===== src/sv/assert_macros.svh =====
// Assertion helpers shared by the RTL
`ifndef ASSERT_MACROS_SVH
`define ASSERT_MACROS_SVH

// clocked check, off while in reset
`define ASSERT_CLK(name, prop, msg) \
  name: assert property (@(posedge clk_i) disable iff (!rst_ni) (prop)) else $error(msg);

// clocked check, also active in reset
`define ASSERT_ALWAYS(name, prop, msg) \
  name: assert property (@(posedge clk_i) (prop)) else $error(msg);

`endif


===== src/sv/pdlt_pkg.sv =====
`timescale 1ns / 1ps
`default_nettype none

package pdlt_pkg;

  typedef enum logic [1:0] {
    REQ_TOCK   = 2'd0,
    REQ_PACKET = 2'd1,
    REQ_SAMPLE = 2'd2,
    REQ_CLEAR  = 2'd3
  } req_e;

  typedef enum logic [1:0] {
    MODE_UNLOCKED = 2'd0,
    MODE_LOCKING  = 2'd1,
    MODE_LOCKED   = 2'd2
  } mode_e;

  typedef enum logic [1:0] {
    CFG_ALPHA      = 2'd0,
    CFG_LOCK_THR   = 2'd1,
    CFG_UNLOCK_THR = 2'd2,
    CFG_MAX_CORR   = 2'd3
  } cfg_idx_e;

  localparam logic [3:0]  AlphaReset      = 4'd4;
  localparam logic [19:0] AlphaMin        = 20'd1;
  localparam logic [19:0] AlphaMax        = 20'd8;
  localparam logic [19:0] LockThrReset    = 20'd50;
  localparam logic [19:0] UnlockThrReset  = 20'd500;
  localparam logic [19:0] MaxCorrReset    = 20'd200;
  localparam logic [3:0]  DriftExtraShift = 4'd2;
  localparam logic [3:0]  LockCountLimit  = 4'd10;
  localparam logic [3:0]  RelockCount     = 4'd5;
  localparam logic [3:0]  GoodCountMax    = 4'd15;

  typedef struct packed {
    logic [3:0]  alpha;
    logic [19:0] lock_thr;
    logic [19:0] unlock_thr;
    logic [19:0] max_corr;
  } cfg_t;

  typedef struct packed {
    logic               clear;
    logic signed [31:0] offset;
  } cmd_t;

  typedef struct packed {
    logic signed [20:0] correction;
    logic [1:0]         lock_status;
    logic signed [31:0] phase_average;
    logic signed [31:0] drift_average;
  } result_t;

endpackage

`default_nettype wire


===== src/sv/pdlt_front.sv =====
`timescale 1ns / 1ps
`default_nettype none

`include "assert_macros.svh"

module pdlt_front (
  input  logic               clk_i,
  input  logic               rst_ni,
  input  logic [1:0]         req_type_i,
  input  logic [31:0]        time_stamp_i,
  input  logic signed [31:0] offset_sample_i,
  input  logic               push_i,
  output logic               full_o,
  output logic               cmd_valid_o,
  output pdlt_pkg::cmd_t     cmd_o,
  input  logic               cmd_pop_i
);

  pdlt_pkg::req_e kind;
  pdlt_pkg::cmd_t cmd_new;
  pdlt_pkg::cmd_t mem_q [2];
  logic [31:0]    tock_q;
  logic [31:0]    raw;
  logic           wr_ptr_q, rd_ptr_q;
  logic [1:0]     cnt_q, cnt_d;
  logic           accept, enq, deq;

  assign kind   = pdlt_pkg::req_e'(req_type_i);
  assign full_o = (cnt_q == 2'd2);
  assign accept = push_i && !full_o;
  assign enq    = accept && (kind != pdlt_pkg::REQ_TOCK);
  assign deq    = cmd_pop_i && (cnt_q != 2'd0);

  // packet offset wraps at 32 bits
  assign raw = (kind == pdlt_pkg::REQ_PACKET) ? (tock_q - time_stamp_i)
                                              : offset_sample_i;

  always_comb begin
    cmd_new.clear  = (kind == pdlt_pkg::REQ_CLEAR);
    cmd_new.offset = $signed(raw);
  end

  always_comb begin
    unique case ({enq, deq})
      2'b10:   cnt_d = cnt_q + 2'd1;
      2'b01:   cnt_d = cnt_q - 2'd1;
      default: cnt_d = cnt_q;
    endcase
  end

  always_ff @(posedge clk_i or negedge rst_ni) begin
    if (!rst_ni) begin
      tock_q   <= '0;
      wr_ptr_q <= 1'b0;
      rd_ptr_q <= 1'b0;
      cnt_q    <= 2'd0;
    end else begin
      if (accept && (kind == pdlt_pkg::REQ_TOCK)) begin
        tock_q <= time_stamp_i;
      end
      if (enq) begin
        wr_ptr_q <= ~wr_ptr_q;
      end
      if (deq) begin
        rd_ptr_q <= ~rd_ptr_q;
      end
      cnt_q <= cnt_d;
    end
  end

  always_ff @(posedge clk_i) begin
    if (enq) begin
      mem_q[wr_ptr_q] <= cmd_new;
    end
  end

  assign cmd_valid_o = (cnt_q != 2'd0);
  assign cmd_o       = mem_q[rd_ptr_q];

  `ASSERT_CLK(tock_store_a, (accept && (kind == pdlt_pkg::REQ_TOCK)) |=> (tock_q == $past(time_stamp_i)), "tock time not stored")
  `ASSERT_CLK(cnt_step_a, (enq && !deq) |=> (cnt_q == $past(cnt_q) + 2'd1), "queue count slip")

endmodule

`default_nettype wire


===== src/sv/pdlt_out_queue.sv =====
`timescale 1ns / 1ps
`default_nettype none

`include "assert_macros.svh"

module pdlt_out_queue (
  input  logic              clk_i,
  input  logic              rst_ni,
  input  logic              push_i,
  input  pdlt_pkg::result_t data_i,
  output logic              full_o,
  input  logic              pop_i,
  output logic              empty_o,
  output pdlt_pkg::result_t data_o
);

  pdlt_pkg::result_t mem_q [2];
  logic              wr_ptr_q, rd_ptr_q;
  logic [1:0]        cnt_q, cnt_d;
  logic              wr, rd;

  assign full_o  = (cnt_q == 2'd2);
  assign empty_o = (cnt_q == 2'd0);
  assign wr      = push_i && !full_o;
  assign rd      = pop_i && !empty_o;

  always_comb begin
    unique case ({wr, rd})
      2'b10:   cnt_d = cnt_q + 2'd1;
      2'b01:   cnt_d = cnt_q - 2'd1;
      default: cnt_d = cnt_q;
    endcase
  end

  always_ff @(posedge clk_i or negedge rst_ni) begin
    if (!rst_ni) begin
      wr_ptr_q <= 1'b0;
      rd_ptr_q <= 1'b0;
      cnt_q    <= 2'd0;
    end else begin
      if (wr) begin
        wr_ptr_q <= ~wr_ptr_q;
      end
      if (rd) begin
        rd_ptr_q <= ~rd_ptr_q;
      end
      cnt_q <= cnt_d;
    end
  end

  always_ff @(posedge clk_i) begin
    if (wr) begin
      mem_q[wr_ptr_q] <= data_i;
    end
  end

  assign data_o = mem_q[rd_ptr_q];

  // a result offered to a full queue is held until there is room
  `ASSERT_CLK(held_a, (push_i && full_o) |=> (push_i && $stable(data_i)), "result dropped")

endmodule

`default_nettype wire


===== src/sv/pdlt_back.sv =====
`timescale 1ns / 1ps
`default_nettype none

`include "assert_macros.svh"

module pdlt_back (
  input  logic              clk_i,
  input  logic              rst_ni,
  input  pdlt_pkg::cfg_t    cfg_i,
  input  logic              cmd_valid_i,
  input  pdlt_pkg::cmd_t    cmd_i,
  output logic              cmd_pop_o,
  output logic              res_valid_o,
  output pdlt_pkg::result_t res_o,
  input  logic              res_full_i
);

  typedef struct packed {
    logic               clear;
    logic signed [31:0] offset;
    logic signed [31:0] phase;
  } s1_t;

  typedef struct packed {
    logic signed [31:0] phase;
    logic signed [31:0] drift;
    pdlt_pkg::mode_e    mode;
  } s2_t;

  logic               en;
  logic               s1_valid_q, s2_valid_q;
  s1_t                s1_q;
  s2_t                s2_q;
  logic signed [31:0] phase_acc_q, drift_acc_q;
  pdlt_pkg::mode_e    mode_q, mode_d;
  logic [3:0]         gc_q, gc_d, gc_inc;

  logic signed [41:0] ph_sum, ph_shr;
  logic signed [31:0] phase_new;
  logic [3:0]         dshift;
  logic signed [32:0] diff;
  logic signed [44:0] dr_sum, dr_shr;
  logic signed [31:0] drift_new;
  logic [31:0]        neg_off;
  logic [30:0]        mag;
  logic               below_lock, below_unlock, above_unlock;
  logic signed [33:0] corr, lim, corr_cl, corr_adj, corr_fin;

  assign en        = !(s2_valid_q && res_full_i);
  assign cmd_pop_o = en && cmd_valid_i;

  // phase average
  always_comb begin
    ph_sum    = (42'(phase_acc_q) <<< cfg_i.alpha) - 42'(phase_acc_q) + 42'(cmd_i.offset);
    ph_shr    = ph_sum >>> cfg_i.alpha;
    phase_new = ph_shr[31:0];
  end

  // drift average, saturating
  always_comb begin
    dshift = cfg_i.alpha + pdlt_pkg::DriftExtraShift;
    diff   = 33'(s1_q.offset) - 33'(s1_q.phase);
    dr_sum = (45'(drift_acc_q) <<< dshift) - 45'(drift_acc_q) + 45'(diff);
    dr_shr = dr_sum >>> dshift;
    if ((&dr_shr[44:31]) || !(|dr_shr[44:31])) begin
      drift_new = dr_shr[31:0];
    end else if (dr_shr[44]) begin
      drift_new = 32'sh8000_0000;
    end else begin
      drift_new = 32'sh7fff_ffff;
    end
  end

  // offset magnitude, saturating at the top
  always_comb begin
    neg_off = -s1_q.offset;
    if (!s1_q.offset[31]) begin
      mag = s1_q.offset[30:0];
    end else if (neg_off[31]) begin
      mag = 31'h7fff_ffff;
    end else begin
      mag = neg_off[30:0];
    end
    below_lock   = (mag < 31'(cfg_i.lock_thr));
    below_unlock = (mag < 31'(cfg_i.unlock_thr));
    above_unlock = (mag > 31'(cfg_i.unlock_thr));
    gc_inc       = (gc_q != pdlt_pkg::GoodCountMax) ? gc_q + 4'd1 : gc_q;
  end

  // lock state machine: next state
  always_comb begin
    mode_d = mode_q;
    gc_d   = gc_q;
    unique case (mode_q)
      pdlt_pkg::MODE_LOCKING: begin
        if (below_lock) begin
          gc_d = gc_inc;
          if (gc_inc > pdlt_pkg::LockCountLimit) begin
            mode_d = pdlt_pkg::MODE_LOCKED;
          end
        end else if (above_unlock) begin
          mode_d = pdlt_pkg::MODE_UNLOCKED;
          gc_d   = 4'd0;
        end
      end
      pdlt_pkg::MODE_LOCKED: begin
        if (above_unlock) begin
          mode_d = pdlt_pkg::MODE_LOCKING;
          gc_d   = pdlt_pkg::RelockCount;
        end
      end
      default: begin
        if (below_unlock) begin
          mode_d = pdlt_pkg::MODE_LOCKING;
          gc_d   = 4'd1;
        end
      end
    endcase
  end

  always_ff @(posedge clk_i or negedge rst_ni) begin
    if (!rst_ni) begin
      s1_valid_q  <= 1'b0;
      s2_valid_q  <= 1'b0;
      phase_acc_q <= '0;
      drift_acc_q <= '0;
      mode_q      <= pdlt_pkg::MODE_UNLOCKED;
      gc_q        <= 4'd0;
    end else if (en) begin
      s1_valid_q <= cmd_valid_i;
      s2_valid_q <= s1_valid_q && !s1_q.clear;
      if (cmd_valid_i) begin
        phase_acc_q <= cmd_i.clear ? 32'sd0 : phase_new;
      end
      if (s1_valid_q) begin
        if (s1_q.clear) begin
          drift_acc_q <= '0;
          mode_q      <= pdlt_pkg::MODE_UNLOCKED;
          gc_q        <= 4'd0;
        end else begin
          drift_acc_q <= drift_new;
          mode_q      <= mode_d;
          gc_q        <= gc_d;
        end
      end
    end
  end

  always_ff @(posedge clk_i) begin
    if (en) begin
      s1_q.clear  <= cmd_i.clear;
      s1_q.offset <= cmd_i.offset;
      s1_q.phase  <= phase_new;
      s2_q.phase  <= s1_q.phase;
      s2_q.drift  <= drift_new;
      s2_q.mode   <= mode_d;
    end
  end

  // lock state machine: outputs, and the correction
  always_comb begin
    corr    = -34'(s2_q.phase) - 34'(s2_q.drift);
    lim     = $signed({14'd0, cfg_i.max_corr});
    corr_cl = corr;
    if (corr_cl < -lim) begin
      corr_cl = -lim;
    end
    if (corr_cl > lim) begin
      corr_cl = lim;
    end
    corr_adj = corr_cl + $signed({33'd0, corr_cl[33]});
    corr_fin = (s2_q.mode == pdlt_pkg::MODE_LOCKED) ? (corr_adj >>> 1) : corr_cl;
    res_o.correction    = corr_fin[20:0];
    res_o.lock_status   = s2_q.mode;
    res_o.phase_average = s2_q.phase;
    res_o.drift_average = s2_q.drift;
  end

  assign res_valid_o = s2_valid_q;

  `ASSERT_CLK(s2_hold_a, (s2_valid_q && !en) |=> (s2_valid_q && $stable(s2_q)), "stalled result changed")
  `ASSERT_CLK(clear_a, (en && s1_valid_q && s1_q.clear) |=> (drift_acc_q == 32'sd0 && mode_q == pdlt_pkg::MODE_UNLOCKED && gc_q == 4'd0), "clear not applied")

endmodule

`default_nettype wire


===== src/sv/phase_detector_lock_tracker.sv =====
// Link phase tracker with lock detection. Tock, packet, direct-sample and
// clear items enter through a queue-style port (push/full); packet and sample
// items each give one result (correction, lock status, phase and drift
// averages) on the result side (empty/pop), tock and clear items give none.
// One item is accepted per cycle while full is low; a result is ready once
// its item has passed the front queue, the back-end s1 and s2 stages (where
// the phase and drift averages are updated) and the output queue. The
// configuration port is always ready and must only be written while no item
// is in flight; an alpha_shift write outside 1..8 is ignored.
`timescale 1ns / 1ps
`default_nettype none

module phase_detector_lock_tracker (
  input  logic               clk_i,
  input  logic               rst_ni,
  input  logic [1:0]         req_type_i,
  input  logic [31:0]        time_stamp_i,
  input  logic signed [31:0] offset_sample_i,
  input  logic               push,
  output logic               full,
  output logic signed [20:0] correction_o,
  output logic [1:0]         lock_status_o,
  output logic signed [31:0] phase_average_o,
  output logic signed [31:0] drift_average_o,
  output logic               empty,
  input  logic               pop,
  input  logic               cfg_valid_i,
  output logic               cfg_ready_o,
  input  logic [1:0]         cfg_index_i,
  input  logic [19:0]        cfg_data_i
);

  pdlt_pkg::cfg_t    cfg_q;
  pdlt_pkg::cmd_t    cmd;
  pdlt_pkg::result_t res, res_head;
  logic              cmd_valid, cmd_pop, res_valid, res_full;

  assign cfg_ready_o = 1'b1;

  always_ff @(posedge clk_i or negedge rst_ni) begin
    if (!rst_ni) begin
      cfg_q.alpha      <= pdlt_pkg::AlphaReset;
      cfg_q.lock_thr   <= pdlt_pkg::LockThrReset;
      cfg_q.unlock_thr <= pdlt_pkg::UnlockThrReset;
      cfg_q.max_corr   <= pdlt_pkg::MaxCorrReset;
    end else if (cfg_valid_i && cfg_ready_o) begin
      unique case (pdlt_pkg::cfg_idx_e'(cfg_index_i))
        pdlt_pkg::CFG_ALPHA: begin
          if (cfg_data_i >= pdlt_pkg::AlphaMin && cfg_data_i <= pdlt_pkg::AlphaMax) begin
            cfg_q.alpha <= cfg_data_i[3:0];
          end
        end
        pdlt_pkg::CFG_LOCK_THR:   cfg_q.lock_thr   <= cfg_data_i;
        pdlt_pkg::CFG_UNLOCK_THR: cfg_q.unlock_thr <= cfg_data_i;
        pdlt_pkg::CFG_MAX_CORR:   cfg_q.max_corr   <= cfg_data_i;
        default: ;
      endcase
    end
  end

  pdlt_front u_front (
    .clk_i          (clk_i),
    .rst_ni         (rst_ni),
    .req_type_i     (req_type_i),
    .time_stamp_i   (time_stamp_i),
    .offset_sample_i(offset_sample_i),
    .push_i         (push),
    .full_o         (full),
    .cmd_valid_o    (cmd_valid),
    .cmd_o          (cmd),
    .cmd_pop_i      (cmd_pop)
  );

  pdlt_back u_back (
    .clk_i      (clk_i),
    .rst_ni     (rst_ni),
    .cfg_i      (cfg_q),
    .cmd_valid_i(cmd_valid),
    .cmd_i      (cmd),
    .cmd_pop_o  (cmd_pop),
    .res_valid_o(res_valid),
    .res_o      (res),
    .res_full_i (res_full)
  );

  pdlt_out_queue u_out_queue (
    .clk_i  (clk_i),
    .rst_ni (rst_ni),
    .push_i (res_valid),
    .data_i (res),
    .full_o (res_full),
    .pop_i  (pop),
    .empty_o(empty),
    .data_o (res_head)
  );

  assign correction_o    = res_head.correction;
  assign lock_status_o   = res_head.lock_status;
  assign phase_average_o = res_head.phase_average;
  assign drift_average_o = res_head.drift_average;

endmodule

`default_nettype wire

===== config.mk =====
export PLATFORM = sky130hd
export DESIGN_NAME = phase_detector_lock_tracker
export DESIGN_NICKNAME = d
export VERILOG_FILES = /design/src/sv/pdlt_pkg.sv /design/src/sv/pdlt_front.sv /design/src/sv/pdlt_out_queue.sv /design/src/sv/pdlt_back.sv /design/src/sv/phase_detector_lock_tracker.sv
export VERILOG_INCLUDE_DIRS = /design/src /design/src/sv
export SDC_FILE = /design/constraint.sdc
export NUM_CORES = 2
export LEC_CHECK = 0
export BUFFER_PORTS_ARGS = -buffer_cell sky130_fd_sc_hd__buf_2
export CAP_MARGIN = 40
export CORE_ASPECT_RATIO = 2
export CORE_UTILIZATION = 40
export CTS_BUF_LIST = sky130_fd_sc_hd__clkbuf_4 sky130_fd_sc_hd__clkbuf_8
export DETAILED_ROUTE_END_ITERATION = 10
export SLEW_MARGIN = 10
export SYNTH_ARGS = -nofsm -noshare
export SYNTH_HDL_FRONTEND = slang
export SYNTH_SLANG_ARGS = --single-unit

===== constraint.sdc =====
create_clock -name clk_i -period 27.3 [get_ports clk_i]
set_input_delay 6.825 -clock clk_i [delete_from_list [all_inputs] [get_ports clk_i]]
set_output_delay 6.825 -clock clk_i [all_outputs]
set_load 0.02 [all_outputs]

==> results_dict.tcl <==
set metrics [dict create \
    finalWirelength_mm 153 \
    max_stage_delay_ns 0.55 \
    drv_slew 0 \
    fin_skew_ns 0.0487 \
    fin_setup_tns_ns 0 \
    worst_pin_slew_ns 0.876 \
    end_kind "flip-flop" \
    clkSinkCount 547 \
    wl_per_cell_um 24.4 \
    overflow 0 \
    synth-edff-count 371 \
    gp_congestion 1.04 \
    grt_pass1_wl_mm 228 \
    path_class "reg2reg" \
    ant_nets 0 \
    syn_area_sq_mm 0.0447 \
    synth_top_area_frac 0.249 \
    first_pass_iters 7 \
    fin_crit_sh 0.415 \
    postCtsHoldBufs 0 \
    final_common_cell "inv_1" \
    cts-root-buf "clkbuf_8" \
    cts_setup_buffers 0 \
    die-area_sq_mm 0.113 \
    path_delay_family "compound AO/OA/AOI/OAI gates" \
    row_count 173 \
    fin_crit_ns 11.34 \
    path_max_fanout 37 \
    setup_viol 0 \
    status "finished clean" \
    htree_levels 3 \
    drcViolationCount 0 \
    post_dp_cell_area_sq_mm 0.0474 \
    clkTransAtPathRegs_ns 0.07 \
    ys_seq_area_frac 0.348 \
    cts-buffers-inserted 82 \
    yosys.area.top_type "edfxtp_1" \
    drv_cap 0 \
    drt_iter0_drc 1964 \
    vias 36921 \
    cts_tree "yes" \
    viasPerCell 5.87 \
    netlist_top_cells_area "edfxtp_1, dfrtp_1, ha_1" \
    slowest_stage "or4b_4" \
    clk_latency_ns 0.80 \
    cts_max_path_buffers 3 \
    async_flop_share 0.322 \
    io_pins 183 \
    synth-seq-cells 547 \
    worstHoldPathType "reg2reg" \
    syn_to_final_growth_pct 10.1 \
    fmax_mhz 88.2 \
    core-area_sq_mm 0.111 \
    syn-num-nets 5114 \
    synth-main-ff-cell "edfxtp_1" \
    avgSynthCellArea_sq_um 9.71 \
    rsz0062_at_grt "false" \
    track_usage 0.271 \
    design_area_sq_mm 0.0492 \
    hold_viol 0 \
    path_buf_inv 5 \
    start_util 0.403 \
    portBuffers 181 \
    cp_common_cell "ha_1" \
    die_y_um 475 \
    crit_arrival_ns 11.84 \
    yosys_warnings 0 \
    fin_nets 5241 \
    cts_resized 0 \
    yosys.cell_types.count 109 \
    grt_pass1_vias 37868 \
    antenna_found_initial 3 \
    drive_above_1_share 0.162 \
    die_w_um 238 \
    cp-start-kind "flip-flop" \
    grt_max_degree 71 \
    hpwl_mm 123 \
    netlist_instances 4605 \
    worstPathRequired_ns 27.80 \
    slew_headroom 0.399 \
    final_cell_mix "inv_1, nand2_1, edfxtp_1" \
]
stage by stage:
| stage | setup slack, ns | std cells | hold WS [ns] | utilization |
|---|---|---|---|---|
| 2_1_floorplan | 17.16 | 4605 | 0.426 | - |
| 3_3_place_gp | 16.09 | 6117 | 0.450 | 0.425 |
| 3_5_place_dp | 16.04 | 6132 | 0.460 | 0.427 |
| 4_1_cts | 16.01 | 6286 | 0.472 | 0.443 |
| 5_1_grt | 15.19 | 6290 | 0.483 | 0.443 |
| 6_report | 15.96 | 6292 | 0.472 | 0.443 |
sequential cells by signal (all words and copies together), names as in the netlist:
| name | count |
|---|---|
| cfg_q | 64 |
| u_front.mem_q | 66 |
| u_front.cnt_q | 2 |
| u_back.drift_acc_q | 32 |
| u_out_queue.mem_q | 174 |
| u_out_queue.cnt_q | 2 |
| u_back.gc_q | 4 |
| u_back.mode_q | 2 |
| u_front.tock_q | 32 |
| u_front.wr_ptr_q | 1 |
| u_out_queue.wr_ptr_q | 1 |
| u_back.res_valid_o | 1 |
| u_back.s1_valid_q | 1 |
| u_front.rd_ptr_q | 1 |
| u_back.phase_acc_q | 32 |
| u_back.s1_q | 65 |
| u_out_queue.rd_ptr_q | 1 |
| u_back.res_o | 66 |
routing by layer:
metal	share of wire	vias up	GRT usage	routed length [um]
li1	-	17103	-	-
met3	0.040	572	0.0362	6100
met1	0.33	17958	0.250	50000
met2	0.54	1284	0.517	82400
met5	0.00018	-	0	27
met4	0.096	4	0.231	14800
synthesized netlist by cell type, drive strengths merged (57+ instances only):
| cell | number |
|---|---|
| nand3 | 90 |
| edfxtp | 371 |
| clkbuf | 152 |
| o21a | 57 |
| mux2i | 196 |
| nor2 | 269 |
| ha | 285 |
| mux4 | 60 |
| fa | 131 |
| nand2 | 388 |
| mux2 | 197 |
| xnor2 | 93 |
| a31oi | 66 |
| a21oi | 297 |
| o21ai | 324 |
| nor3 | 93 |
| inv | 425 |
| dfrtp | 163 |
| buf | 72 |
| a21o | 105 |
worst register-to-register path: cells and delay by family, from the launching register on:
kind                     cells  cell delay (ns)
XOR/XNOR                     1             0.35
multiplexers                 2             0.43
AO/OA/AOI/OAI               20             5.26
buffers and inverters        5             0.67
flip-flops                   1             0.43
AND/OR/NAND/NOR             11             2.29
adder cells (fa/ha/maj)      6             1.65
cells by family after synthesis:
family / Yosys count / synth area share
AOI/OAI and AO/OA: 1211 / 0.177
and+or+nand+nor: 1179 / 0.127
buffers and inverters: 650 / 0.0560
DFF: 547 / 0.348
muxes: 453 / 0.124
adders and majority gates: 416 / 0.138
xor gates and xnor gates: 148 / 0.0293
other: 1 / 0.0000839
layout make-up:
cell class	count	area, sq um
multi-input combinational	3408	26700
antenna	3	7.51
tap	1487	1860
timing repair buffer	267	1680
inverter	426	1600
sequential	547	15600
fill	10746	61800
clock buffer	118	1450
clock inverter	36	304
worst paths after layout:
kind	start	to	slack, ns	cells past startpoint
max in group asynchronous	rst_ni	cfg_q[28]$_DFFE_PN1P_	19.97	3
setup reg to reg	u_back.res_o[1]$_DFFE_PN_	u_out_queue.mem_q[0][81]$_DFFE_PP_	15.96	45
hold reg to reg	u_back.res_o[10]$_DFFE_PN_	u_out_queue.mem_q[0][10]$_DFFE_PP_	0.47	0
hold / removal	u_back.res_o[10]$_DFFE_PN_	u_out_queue.mem_q[0][10]$_DFFE_PP_	0.47	0
min in group asynchronous	rst_ni	u_out_queue.cnt_q[1]$_DFFE_PN0P_	6.06	1
setup / recovery	u_back.res_o[1]$_DFFE_PN_	u_out_queue.mem_q[0][81]$_DFFE_PP_	15.96	45
Power is left out: the tool's default activity adds up to more than one toggle a clock period on the data nets, which glitch-free logic cannot reach.
